--- config.mk ---
export PLATFORM = sky130hd
export DESIGN_NAME = button_debounce_long_press_unit
export DESIGN_NICKNAME = d
export VERILOG_FILES = /design/src/hdl/bdlp_pkg.sv /design/src/hdl/button_debounce_long_press_unit.sv
export SDC_FILE = /design/constraint.sdc
export NUM_CORES = 1
export LEC_CHECK = 0
export BUFFER_PORTS_ARGS = -buffer_cell sky130_fd_sc_hd__clkbuf_2
export CORE_MARGIN = 1
export CORE_UTILIZATION = 50
export CTS_CLUSTER_SIZE = 10
export DETAILED_ROUTE_END_ITERATION = 16
export GPL_TIMING_DRIVEN = 0
export MAX_ROUTING_LAYER = met4
export PLACE_DENSITY_LB_ADDON = 0.05
export SLEW_MARGIN = 10
export SYNTH_ARGS = -nofsm -noshare
export SYNTH_HDL_FRONTEND = slang
export SYNTH_SLANG_ARGS = --single-unit
--- constraint.sdc ---
create_clock -name clk -period 31 [get_ports clk]
set_input_delay 3.1 -clock clk [delete_from_list [all_inputs] [get_ports clk]]
set_output_delay 3.1 -clock clk [all_outputs]
set_load 0.01 [all_outputs]
--- src/hdl/bdlp_pkg.sv ---
// Package with payload types, register indexes and reset values for the button debouncer.
`timescale 1ns / 1ps

package bdlp_pkg;

  // Configuration register indexes.
  localparam int unsigned CFG_INDEX_W = 2;
  localparam logic [CFG_INDEX_W-1:0] REG_DEBOUNCE   = 2'd0;
  localparam logic [CFG_INDEX_W-1:0] REG_LONG_PRESS = 2'd1;

  // Register and field widths.
  localparam int unsigned CFG_DATA_W = 16;
  localparam int unsigned TIME_W     = 32;

  // Reset values of the configuration registers.
  localparam logic [CFG_DATA_W-1:0] DEBOUNCE_MS_RST   = 16'd50;
  localparam logic [CFG_DATA_W-1:0] LONG_PRESS_MS_RST = 16'd2000;

  // Pin levels of the active-low button.
  localparam logic LEVEL_PRESSED  = 1'b0;
  localparam logic LEVEL_RELEASED = 1'b1;

  // Press kinds.
  localparam logic KIND_SHORT = 1'b0;
  localparam logic KIND_LONG  = 1'b1;

  // One raw sample with its timestamp.
  typedef struct packed {
    logic              raw_level;
    logic [TIME_W-1:0] now_ms;
    logic              ack_long;
  } in_t;

  // One qualified result.
  typedef struct packed {
    logic pressed;
    logic press_kind;
    logic long_latched;
    logic stable_level;
  } out_t;

endpackage

--- src/hdl/button_debounce_long_press_unit.sv ---
// Top level of the debouncer with short and long press detection.
`timescale 1ns / 1ps

// Channel  | Direction | Handshake           | Payload
// in_      | input     | in_valid / in_stall | in_data (raw_level, now_ms, ack_long)
// out_     | output    | out_valid/out_stall | out_data (pressed, press_kind, long_latched,
//          |           |                     |           stable_level)
// cfg_     | input     | cfg_valid/cfg_ready | cfg_index, cfg_data
//
// One sample is taken per cycle while in_stall is low; its result is loaded into the output
// register at the transfer edge and can be taken by the sink from the next edge on.
// The whole state update is one pass of three 32-bit subtract-and-compare paths between
// the state registers and the output register, the long press check following the
// debounce check.
// Reset (synchronous, rst_n low) restores the released level, clears the timers and
// the long flag, and loads the default debounce and long press times.
// The input stalls only while a result sits in the output register and the sink stalls.
module button_debounce_long_press_unit (
  input  logic                                 clk,
  input  logic                                 rst_n,
  input  logic                                 in_valid,
  output logic                                 in_stall,
  input  bdlp_pkg::in_t                        in_data,
  output logic                                 out_valid,
  input  logic                                 out_stall,
  output bdlp_pkg::out_t                       out_data,
  input  logic                                 cfg_valid,
  output logic                                 cfg_ready,
  input  logic [bdlp_pkg::CFG_INDEX_W-1:0]     cfg_index,
  input  logic [bdlp_pkg::CFG_DATA_W-1:0]      cfg_data
);
  import bdlp_pkg::*;

  // Configuration registers.
  logic [CFG_DATA_W-1:0] debounce_ms_r;
  logic [CFG_DATA_W-1:0] long_press_ms_r;

  // Debouncer state.
  logic              deb_level_r,   deb_level_nxt;
  logic              prev_sample_r;
  logic [TIME_W-1:0] press_start_r, press_start_nxt;
  logic [TIME_W-1:0] last_change_r, last_change_nxt;
  logic              long_flag_r,   long_flag_nxt;

  // Output register.
  logic out_valid_r;
  out_t out_data_r, out_data_nxt;

  logic              in_xfer;
  logic              qualified;
  logic [TIME_W-1:0] held_rel;
  logic [TIME_W-1:0] held_now;
  logic              hit;
  logic              kind;

  // The input is free whenever the output register is empty or drains this cycle.
  assign in_stall  = out_valid_r & out_stall;
  assign in_xfer   = in_valid & ~in_stall;
  assign cfg_ready = 1'b1;
  assign out_valid = out_valid_r;
  assign out_data  = out_data_r;

  // One pass of the debounce and press detection for the accepted sample.
  always_comb begin
    long_flag_nxt   = in_data.ack_long ? 1'b0 : long_flag_r;
    last_change_nxt = (in_data.raw_level != prev_sample_r) ? in_data.now_ms : last_change_r;
    deb_level_nxt   = deb_level_r;
    press_start_nxt = press_start_r;
    hit             = 1'b0;
    kind            = KIND_SHORT;
    qualified       = (in_data.now_ms - last_change_nxt) >
                      {{(TIME_W-CFG_DATA_W){1'b0}}, debounce_ms_r};
    held_rel        = in_data.now_ms - press_start_r;

    if (qualified) begin
      if (in_data.raw_level != deb_level_r) begin
        deb_level_nxt = in_data.raw_level;
        if (in_data.raw_level == LEVEL_PRESSED) begin
          press_start_nxt = in_data.now_ms;
          long_flag_nxt   = 1'b0;
        end else begin
          if ((held_rel < {{(TIME_W-CFG_DATA_W){1'b0}}, long_press_ms_r}) &&
              !long_flag_nxt) begin
            hit  = 1'b1;
            kind = KIND_SHORT;
          end
          long_flag_nxt = 1'b0;
        end
      end
    end

    // A fresh press has held for zero time, otherwise the stored start is used.
    held_now = in_data.now_ms - press_start_nxt;
    if (qualified && (deb_level_nxt == LEVEL_PRESSED) && !long_flag_nxt &&
        (held_now >= {{(TIME_W-CFG_DATA_W){1'b0}}, long_press_ms_r})) begin
      long_flag_nxt = 1'b1;
      hit           = 1'b1;
      kind          = KIND_LONG;
    end

    out_data_nxt.pressed      = hit;
    out_data_nxt.press_kind   = hit ? kind : KIND_SHORT;
    out_data_nxt.long_latched = long_flag_nxt;
    out_data_nxt.stable_level = deb_level_nxt;
  end

  // Configuration writes.
  always_ff @(posedge clk) begin
    if (!rst_n) begin
      debounce_ms_r   <= DEBOUNCE_MS_RST;
      long_press_ms_r <= LONG_PRESS_MS_RST;
    end else if (cfg_valid && cfg_ready) begin
      case (cfg_index)
        REG_DEBOUNCE:   debounce_ms_r   <= cfg_data;
        REG_LONG_PRESS: long_press_ms_r <= cfg_data;
        default:        ;
      endcase
    end
  end

  // State update on each input transfer.
  always_ff @(posedge clk) begin
    if (!rst_n) begin
      deb_level_r   <= LEVEL_RELEASED;
      prev_sample_r <= LEVEL_RELEASED;
      press_start_r <= '0;
      last_change_r <= '0;
      long_flag_r   <= 1'b0;
    end else if (in_xfer) begin
      deb_level_r   <= deb_level_nxt;
      prev_sample_r <= in_data.raw_level;
      press_start_r <= press_start_nxt;
      last_change_r <= last_change_nxt;
      long_flag_r   <= long_flag_nxt;
    end
  end

  // Output register valid flag.
  always_ff @(posedge clk) begin
    if (!rst_n) begin
      out_valid_r <= 1'b0;
    end else if (in_xfer) begin
      out_valid_r <= 1'b1;
    end else if (!out_stall) begin
      out_valid_r <= 1'b0;
    end
  end

  // Output payload, loaded on each input transfer.
  always_ff @(posedge clk) begin
    if (in_xfer) begin
      out_data_r <= out_data_nxt;
    end
  end

`ifndef SYNTH
  // A latched long flag only exists while the button is stably pressed.
  a_flag_needs_press: assert property (@(posedge clk) disable iff (!rst_n)
    long_flag_r |-> (deb_level_r == LEVEL_PRESSED))
    else $error("long flag set while released");

  // A long press report always leaves the flag latched.
  a_long_sets_flag: assert property (@(posedge clk) disable iff (!rst_n)
    (out_valid_r && out_data_r.pressed && (out_data_r.press_kind == KIND_LONG))
      |-> out_data_r.long_latched)
    else $error("long press reported without latched flag");

  // A short press is reported only on a stable release.
  a_short_on_release: assert property (@(posedge clk) disable iff (!rst_n)
    (out_valid_r && out_data_r.pressed && (out_data_r.press_kind == KIND_SHORT))
      |-> (out_data_r.stable_level == LEVEL_RELEASED))
    else $error("short press reported while pressed");

  // Every input transfer produces a result in the next cycle.
  a_xfer_gives_result: assert property (@(posedge clk) disable iff (!rst_n)
    in_xfer |=> out_valid_r)
    else $error("input transfer without result");
`endif

endmodule

## Word-level counts from Yosys, hierarchy flattened

Index checks and enable logic that the tools add are counted.

| storage, ports and cells | value |
|---|---|
| output and inout port bits | 7 |
| word-level logic and storage cells | 53 |
| bits in latches | 0 |
| bits in read-only memories | 0 |
| register bits | 104 |
| bits in writable memories | 0 |
| memories | 0 |
| input bits | 57 |

| cells by class | value |
|---|---|
| bitwise gates (word level) | 4 |
| $lt $le $gt $ge | 3 |
| equality and inequality tests | 4 |
| mux-type cells | 18 |
| multipliers | 0 |
| add/subtract/negate cells | 3 |
| div/mod/pow operators | 0 |
| shifts and indexed selects | 0 |
| reduce and logical (&&, ||, !) cells | 9 |

Operators with widths:

| cell | count |
|---|---|
| 32-bit 2-to-1 mux | 4 |
| 32-bit subtractor | 3 |
| 32-bit by 16-bit >= comparator with 1-bit output | 1 |
| 32-bit by 16-bit > comparator with 1-bit output | 1 |
| 32-bit by 16-bit less-than comparator with 1-bit output | 1 |
| 1-bit 2-to-1 mux | 14 |
| 1-bit logical AND | 4 |
| 2-bit AND reduction | 2 |
| 1-bit bitwise AND | 2 |
| 2-bit by 1-bit equality test with 1-bit output (second input constant) | 1 |
| 1-bit logical NOT | 2 |
| 2-bit logical NOT | 1 |
| 1-bit inequality test | 2 |
| 2-bit by 1-bit inequality test with 1-bit output (second input constant) | 1 |
| 1-bit NOT | 2 |

## Longest topological paths before layout

Gate-level depths: netlist of the first run.

| depth | value |
|---|---|
| depth in word-level cells | 10 |
| mapped depth | 60 |
| mapped depth without buffers | 55 |

## Worst setup path after synthesis of the first run

OpenSTA, ideal clock, no wires.

| timing | value |
|---|---|
| kind | input -> register |
| from | in in_data[33] (netlist bit) |
| to | reg out_data_r (netlist bit out_data[3]) (data pin) |
| buffers on the path | 6 |
| arrival | 13.347 ns |
| setup time | 0.263 ns |
| cell stages on the path | 52 |
| setup slack | 17.390 ns |
| required time | 30.737 ns |
| cell sequence | buf_2 -> xor2_2 -> buf_2 -> buf_1 -> buf_1 -> mux2i_1 -> ha_1 -> a21oi_1 -> o311ai_0 -> nand2_1 -> a21boi_0 -> xnor2_1 -> ha_1 -> nand4_1 -> or2_2 -> nor3_1 -> a21oi_1 -> nor2_1 -> [16 not listed] -> a221oi_2 -> o21ai_0 -> a21oi_1 -> o21ai_0 -> nand2b_1 -> a21oi_1 -> xnor2_1 -> ha_1 -> a2111oi_0 -> nand3_1 -> a2111oi_0 -> o2111ai_1 -> a221o_1 -> a2111oi_2 -> nor4b_2 -> nand4b_1 -> o21ai_2 -> o22ai_1 |

| on the way | value |
|---|---|
| longest elaborated chain between the ends | 10 |
| elaborated cells on any way between the ends | 23 |
| those cells by class | 2 x add/sub; 2 x order compare; 2 x eq/ne; 12 x mux; 1 x bitwise; 4 x reduce/logical |

Ends and longest elaborated chain:

| element | RTL line | text |
|---|---|---|
| from (decl) | button_debounce_long_press_unit.sv:23 | `input bdlp_pkg::in_t in_data,` |
| branches (longest 9 deep; another with 32-bit subtractor) | n/a |  |
| 1-bit 2-to-1 mux (*) | button_debounce_long_press_unit.sv:94 | `if (qualified && (deb_level_nxt == LEVEL_PRESSED) && !long_flag_nxt &&` |
| named net hit | button_debounce_long_press_unit.sv:53 | `logic hit;` |
| to (signal assigned) | button_debounce_long_press_unit.sv:152 | `out_data_r <= out_data_nxt;` |
| to (decl) | button_debounce_long_press_unit.sv:47 | `out_t out_data_r, out_data_nxt;` |

Mark *: on every way through the listed nets, which the timed path passes.
A chain may end at the register's enable or synchronous reset.

## Worst setup path in the final report of the first run

| timing | value |
|---|---|
| from | in in_data[33] (netlist bit) |
| to | reg out_data_r (netlist bit out_data[1]) (data pin) |

| on the way | value |
|---|---|
| longest elaborated chain between the ends | 10 |
| elaborated cells on any way between the ends | 20 |
| those cells by class | 2 x add/sub; 2 x order compare; 2 x eq/ne; 9 x mux; 1 x bitwise; 4 x reduce/logical |

Ends and longest elaborated chain:

| element | RTL line | text |
|---|---|---|
| branches (longest 9 deep; another with 32-bit subtractor) | n/a |  |
| 1-bit 2-to-1 mux (*) | button_debounce_long_press_unit.sv:94 |  |
| named net long_flag_nxt | button_debounce_long_press_unit.sv:43 | `logic long_flag_r, long_flag_nxt;` |

Marks and branches as above.

==> results.md, run 1 <==
- Placed Cells incl. Taps: ~1900
- Final worst path period share: 53.8%
- Min Tclk post-route: 16.69 ns
- Endpoint of the worst-slack reg-to-reg timing path: out_data[1]$_DFFE_PP_
- GRT Resource Usage Total: 30.1%
- Pwr Density: ~44 nW/um^2
- Launching element type of the critical path: primary input
- Floorplan core area: around 22000 um^2
- Final WL: approximately 34 mm
- Placed wire-length estimate: roughly 28 mm
- Average detailed-routed wire length per instance: between 15 and 20 um
- Total via count in the routed design: around 11000
- Violated checks: design-rule violations
- Count of buffers from port buffering: 60
- Kind of critical path: primary input to register
- Synth Net Count: between 1500 and 2000
- Antenna violations before repair: 0
- Htree depth: 3
- CP Data Arrival Time: 16.79 ns
- Deepest clock path buffer count: 2
- TritonCTS clock tree: built
- RSZ-0062 raised after global routing: false
- Run status: finished, violations left
- Cell types with the largest area share after synthesis: dfxtp_1 18%, ha_1 14%, nand2_1 8.4%
- Die width: between 150 and 200 um
- Worst slew margin: between 20 and 30%
- Post-detailed-route via-to-cell ratio: between 5 and 6
- Crit path required time: slightly above 30 ns
- Share of post-route cells with drive strength above 1: approximately 7.0%
- Total clock buffers created by CTS: 9
- Launch point of the worst reg-to-reg path: prev_sample_r$_SDFFE_PN1P_
- Layout Skew: around 0.014 ns
- First-pass DRT Iterations: 11
- Count of flip-flops with a built-in enable after synthesis: 4
- Sequential share of power: a little over a quarter
- Seq/Total Area, Yosys: between 10% and 20%
- Number of global-route vias before repair: between 10000 and 15000
- Clock edge transition at the registers on the reported setup and hold paths: around 0.080 ns
- Final net count: 1800
- Final weighted congestion of routability-driven global placement: between 0.9 and 1
- Count of boundary I/O pins: 64
- Type of element capturing the critical path: register
- Number of warnings issued by yosys: 0
- Maximum number of pins on one net before global-route repair: 20
- Clock network latency to the later pin of the worst-skew pair: roughly 0.37 ns
- Final cell count without fillers: about 1900
- Cells on worst reg2reg path: 49
- Floorplan row count: 54
- Largest voltage drop on the vdd net: ~0.025 mV
- Path category of the worst min-delay check: register to register
- Wire length of the first global-routing pass: between 50 and 60 mm
- Distinct cell type count after synthesis: just under 90
- Worst hold slack: 0.465 ns
- Fill cell instance count of the final layout: 2202
- Final global-route overflow total: 0
- DIE AREA: approximately 23000 um^2
- Critical path endpoint: out_data[1]$_DFFE_PP_
- TritonCTS Sinks: between 100 and 150
- Post-synthesis sequential element count: about 100
- Count of endpoints failing setup in the final report: 0
- Max-slew violations: 0
- Antenna-violating nets left: 0
- Diodes inserted: 0
- Area leader, netlist: dfxtp_1
- Most instantiated cells after synthesis: 256 x nand2_1, 127 x ha_1, 110 x a21oi_1, 105 x nor2_1, 104 x inv_1
- Maximum cell stage delay along the critical path: roughly 0.71 ns
- Flip-flop cell with the highest count after synthesis: dfxtp_1
- Pint: 0.320 mW
- Area added between synthesis and finish: 8.87%
- Post-cts hold buffer count: 0
- Netlist Area Pre-Place: ~11000 um^2
- Final WS setup: roughly 14 ns
- Switching part of the total power: 40.7%
- Part of the total power dissipated in the clock network: 25.7%
- Starting density of the core: 51.5%
- Hold violation count in the final report: 0
- Master cell of the clock root buffer: clkbuf_16
- Post-Synthesis Cells: 1543
- Worst slew pin tran: around 1.1 ns
- Resized Gates After CTS: 0
- Worst setup path startpoint: in_data[33]
- Number of DRC violations after detailed routing: 1
- P_sw: between 0.2 and 0.25 mW
- Setup total negative slack: 0 ns
- Fmax: 0.0599 GHz
- Slowest cell on the critical path: clkbuf_1
- Most frequently used cell type in the post-synthesis netlist: nand2_1
- Post-CTS Setup Bufs: 0
- Pleak: between 5 and 6 nW
- Post-Synthesis Mean Instance Area: 7.37 um^2
- Starting DRT DRC Count: approximately 930
- Proportion of register bits with asynchronous set or reset after synthesis: 0%
- Critical-path maximum fanout: 10
- Fraction of post-synthesis cell area in the top cell type by area: between 10% and 20%
- Register-to-Register Setup Slack: 16.86 ns
- Die outline height: between 150 and 200 um
- Number of violations of the max-capacitance limit: 0
- Power share of the combinational group: 47.2%
- Post-place setup slack: roughly 14 ns
cell type report:
| type | instances | area (um^2) | area share (%) |
|---|---|---|---|
| Multi-Input combinational cell | 1267 | 8590 | 69.4 |
| Sequential cell | 104 | 2120 | 17.1 |
| Inverter | 105 | 394 | 3.18 |
| Tap cell | 280 | 350 | 2.83 |
| Timing Repair Buffer | 60 | 300 | 2.43 |
| Buffer | 67 | 265 | 2.14 |
| Clock buffer | 10 | 250 | 2.02 |
| Clock inverter | 6 | 108 | 0.869 |
worst max-delay path: cells and delay by family:
kind | cells | cell delay (ns)
compound gates | 20 | 5.63
xor+xnor | 3 | 0.66
simple gates | 13 | 2.10
buf+inv | 8 | 3.38
fa+ha+maj | 4 | 1.28
mux | 2 | 0.58
how the worst min path moves through the flow:
stage	from	end	slack (ns)	cells past startpoint
floorplan	press_start_r[9]$_SDFFE_PN0P_	press_start_r[9]$_SDFFE_PN0P_	0.44	2
global placement	long_press_ms_r[2]$_SDFFE_PN0P_	long_press_ms_r[2]$_SDFFE_PN0P_	0.45	2
detailed placement	long_press_ms_r[15]$_SDFFE_PN0P_	long_press_ms_r[15]$_SDFFE_PN0P_	0.46	2
CTS	long_press_ms_r[15]$_SDFFE_PN0P_	long_press_ms_r[15]$_SDFFE_PN0P_	0.47	2
global route	long_press_ms_r[2]$_SDFFE_PN0P_	long_press_ms_r[2]$_SDFFE_PN0P_	0.50	2
finish	long_press_ms_r[2]$_SDFFE_PN0P_	long_press_ms_r[2]$_SDFFE_PN0P_	0.46	2
layer usage:
metal	part of all wire, %	track usage [%]
met1	50	43.1
met2	43	46.2
met3	5.2	2.58
met4	1.3	5.77
met5	0	-
stage by stage:
| step | util (%) | area, um^2 | power (mW) |
|---|---|---|---|
| 5_1_grt | 56.0 | 12400 | 0.580 |
| 6_report | 56.0 | 12400 | 0.540 |
| 3_5_place_dp | 54.4 | 12000 | 0.400 |
| 3_3_place_gp | 54.4 | 12000 | 0.398 |
| 2_1_floorplan | - | 11400 | 0.337 |
| 4_1_cts | 56.0 | 12400 | 0.539 |
flip-flops by register name, summed over array words and instances, names as in the netlist:
name / cells
long_press_ms_r: 16
out_data: 4
deb_level_r: 1
out_valid: 1
debounce_ms_r: 16
prev_sample_r: 1
last_change_r: 32
press_start_r: 32
long_flag_r: 1
power by group through the flow:
stage               Sequential (mW)  Clock, mW  Combinational, mW
global route                  0.147      0.146              0.286
CTS                           0.146      0.140              0.253
finish                        0.147      0.139              0.255
floorplan                     0.149          0              0.189
global placement              0.149          0              0.248
detailed placement            0.150          0              0.251
placed cells by master, fill, tap and decap left out, types with 49 or more instances in the layout:
| master | netlist | routed |
|---|---|---|
| a21boi_0 | 73 | 73 |
| a21o_1 | 52 | 52 |
| a21oi_1 | 110 | 110 |
| clkbuf_1 | 49 | 49 |
| clkbuf_2 | 0 | 60 |
| dfxtp_1 | 100 | 100 |
| ha_1 | 127 | 127 |
| inv_1 | 104 | 104 |
| nand2_1 | 256 | 256 |
| nor2_1 | 105 | 105 |
| o21ai_0 | 54 | 54 |
kinds of logic after synthesis:
group                    synth area share [%]
AO/OA/AOI/OAI                            29.2
XOR/XNOR                                 4.98
adder cells (fa/ha/maj)                  15.0
buffers and inverters                    5.80
flip-flops                               18.7
multiplexers                             4.35
other                                  0.0330
AND/OR/NAND/NOR                          22.0
No activity file was read; power rests on OpenSTA's default activity.
==> run 2: changes to the inputs <==
==> constraint.sdc (replaced) <==
create_clock -name clk -period 15.5 [get_ports clk]
set_input_delay 1.55 -clock clk [delete_from_list [all_inputs] [get_ports clk]]
set_output_delay 1.55 -clock clk [all_outputs]
set_load 0.01 [all_outputs]
==> run 2 against run 1 <==
  * The run still ends with design-rule violations left
  * Cell area is essentially flat
  * Combinational power rose by 100%
  * First-iteration DRC count is 4.1% lower
  * Global-route usage unchanged
  * Clock skew shrank 0.0023 ns
  * Hold slack about the same
  * Clock power increased by 99%
  * Core utilization about the same
  * Register-to-register slack got worse by 15 ns
  * Largest power group unchanged
==> results.md, run 2 (synthesized netlist as in run 1, its figures left out) <==
- Number of DRC violations after detailed routing: 1
- Final net count: 1800
- Fill cell instance count of the final layout: about 2200
- Launch point of the worst reg-to-reg path: prev_sample_r$_SDFFE_PN1P_
- Endpoint of the worst-slack reg-to-reg timing path: out_data[1]$_DFFE_PP_
- Final weighted congestion of routability-driven global placement: 0.934
- Count of boundary I/O pins: between 60 and 70
- Fmax: between 0.06 and 0.07 GHz
- Average detailed-routed wire length per instance: 17.8 um
- Antenna violations before repair: 0
- Registers with the most flip-flops: last_change_r: 32 flops, press_start_r: 32 flops
- Run status: finished, violations left
- Path category of the worst min-delay check: register to register
- Wire length of the first global-routing pass: 54.4 mm
- Violated checks: design-rule violations
- Min Tclk post-route: between 10 and 15 ns
- Worst setup path startpoint: in_data[33]
- CP Data Arrival Time: between 10 and 15 ns
- Layout Skew: between 0.01 and 0.015 ns
- Clock edge transition at the registers on the reported setup and hold paths: 0.08 ns
- Area added between synthesis and finish: 8.89%
- Slowest cell on the critical path: or4b_4
- Post-Route Utilization: between 50 and 60%
- Clock network latency to the later pin of the worst-skew pair: roughly 0.36 ns
- Total clock buffers created by CTS: 9
- Final WL: around 34 mm
- Floorplan core area: 22100 um^2
- Cell area reported after detailed placement: about 12000 um^2
- Count of endpoints failing setup in the final report: 0
- Critical-path maximum fanout: 10
- Critical path endpoint: out_data[1]$_DFFE_PP_
- Largest voltage drop on the vdd net: around 0.05 mV
- Design Area, Final: around 12000 um^2
- Kind of critical path: primary input to register
- Post-CTS Setup Bufs: 0
- Pleak: 5.35 nW
- Master cell of the clock root buffer: clkbuf_16
- Cells on worst reg2reg path: 51
- Total via count in the routed design: 11200
- Floorplan row count: 54
- Deepest clock path buffer count: 2
- Starting DRT DRC Count: a little under 900
- DIE AREA: 23400 um^2
- Worst slew margin: between 20 and 30%
- Most common library cell in the layout ignoring fill and taps: nand2_1
- Antenna-violating nets left: 0
- Setup total negative slack: 0 ns
- Htree depth: 3
- Launching element type of the critical path: primary input
- Count of buffers from port buffering: 60
- Crit path required time: between 15 and 20 ns
- Maximum cell stage delay along the critical path: about 0.59 ns
- TritonCTS Sinks: 104
- Maximum number of pins on one net before global-route repair: 20
- Post-detailed-route via-to-cell ratio: between 5 and 6
- Hold path cells: 2
- GRT Resource Usage Total: a little under a third
- Top library cells by usage in the layout, fill and taps aside: 256 x nand2_1, 127 x ha_1, 110 x a21oi_1, 105 x nor2_1, 104 x inv_1
- Hold violation count in the final report: 0
- Post-cts hold buffer count: 0
- RSZ-0062 raised after global routing: false
- Register-to-Register Setup Slack: about 2.1 ns
- Worst slew pin tran: 1.08 ns
- Starting density of the core: between 50% and 60%
- Die outline height: approximately 150 um
- First-pass DRT Iterations: 11
- Placed wire-length estimate: 27.6 mm
- Diodes inserted: 0
- Max-slew violations: 0
- Share of post-route cells with drive strength above 1: between 7 and 8%
- Pwr Density: between 80 and 90 nW/um^2
- Die width: 153 um
- Number of global-route vias before repair: slightly above 10000
- Type of element capturing the critical path: register
- Number of violations of the max-capacitance limit: 0
- Final worst path period share: 93.0%
- Final global-route overflow total: 0
- TritonCTS clock tree: built
## run 2: cell count changes in the layout (fill, tap and decap cells not counted), sizes merged
cell and delta:
clkbuf +1, buf -1
## run 2: per-stage QoR
step	setup slack (ns)	cells	hold WS (ns)	total power, mW
final	1.09	1899	0.464	1.08
after global placement	0.267	1883	0.455	0.795
after detailed placement	0.377	1883	0.458	0.800
after CTS	0.691	1899	0.469	1.08
after floorplan	3.44	1543	0.443	0.674
after global routing	0.129	1899	0.495	1.16
## run 2: layer usage
| metal | global-route usage [%] | routed length [um] | vias up |
|---|---|---|---|
| li1 | - | - | 5670 |
| met1 | 43.1 | 16800 | 5219 |
| met2 | 46.2 | 14600 | 273 |
| met3 | 2.58 | 1950 | 28 |
| met4 | 5.77 | 427 | 0 |
| met5 | - | 0 | - |
## run 2: critical path: cells and delay by family
kind	cells	cell delay (ns)
compound gates	21	5.47
simple gates	16	3.07
buf+inv	7	2.17
fa+ha+maj	4	1.27
xor+xnor	3	0.66
mux	1	0.34
## run 2: power by group
part	internal [mW]	leakage, nW	switching [mW]	total [mW]
sequential	0.284	0.857	0.00949	0.293
clock	0.156	0.175	0.120	0.276
combinational	0.201	4.31	0.308	0.509
total	0.641	5.35	0.438	1.08
## run 2: worst min path at each step
stage	startpoint	slack [ns]	to
final	long_press_ms_r[2]$_SDFFE_PN0P_	0.46	long_press_ms_r[2]$_SDFFE_PN0P_
after global routing	long_press_ms_r[2]$_SDFFE_PN0P_	0.50	long_press_ms_r[2]$_SDFFE_PN0P_
after CTS	long_press_ms_r[15]$_SDFFE_PN0P_	0.47	long_press_ms_r[15]$_SDFFE_PN0P_
after detailed placement	long_press_ms_r[15]$_SDFFE_PN0P_	0.46	long_press_ms_r[15]$_SDFFE_PN0P_
after global placement	long_press_ms_r[2]$_SDFFE_PN0P_	0.45	long_press_ms_r[2]$_SDFFE_PN0P_
after floorplan	press_start_r[9]$_SDFFE_PN0P_	0.44	press_start_r[9]$_SDFFE_PN0P_
## run 2: cell type report
class	count	area [um^2]	share of cell area [%]
buffer	67	268	2.16
clock buffer	10	250	2.02
clock inverter	6	108	0.869
inverter	105	394	3.18
multi-input combinational	1267	8590	69.4
sequential	104	2120	17.1
tap	280	350	2.83
timing repair buffer	60	300	2.42
## run 2: what timing repair did
item                                    CTS  global route
gates resized for setup                   0             4
hold endpoints to repair                  0             0
endpoints found under the setup margin    0             4
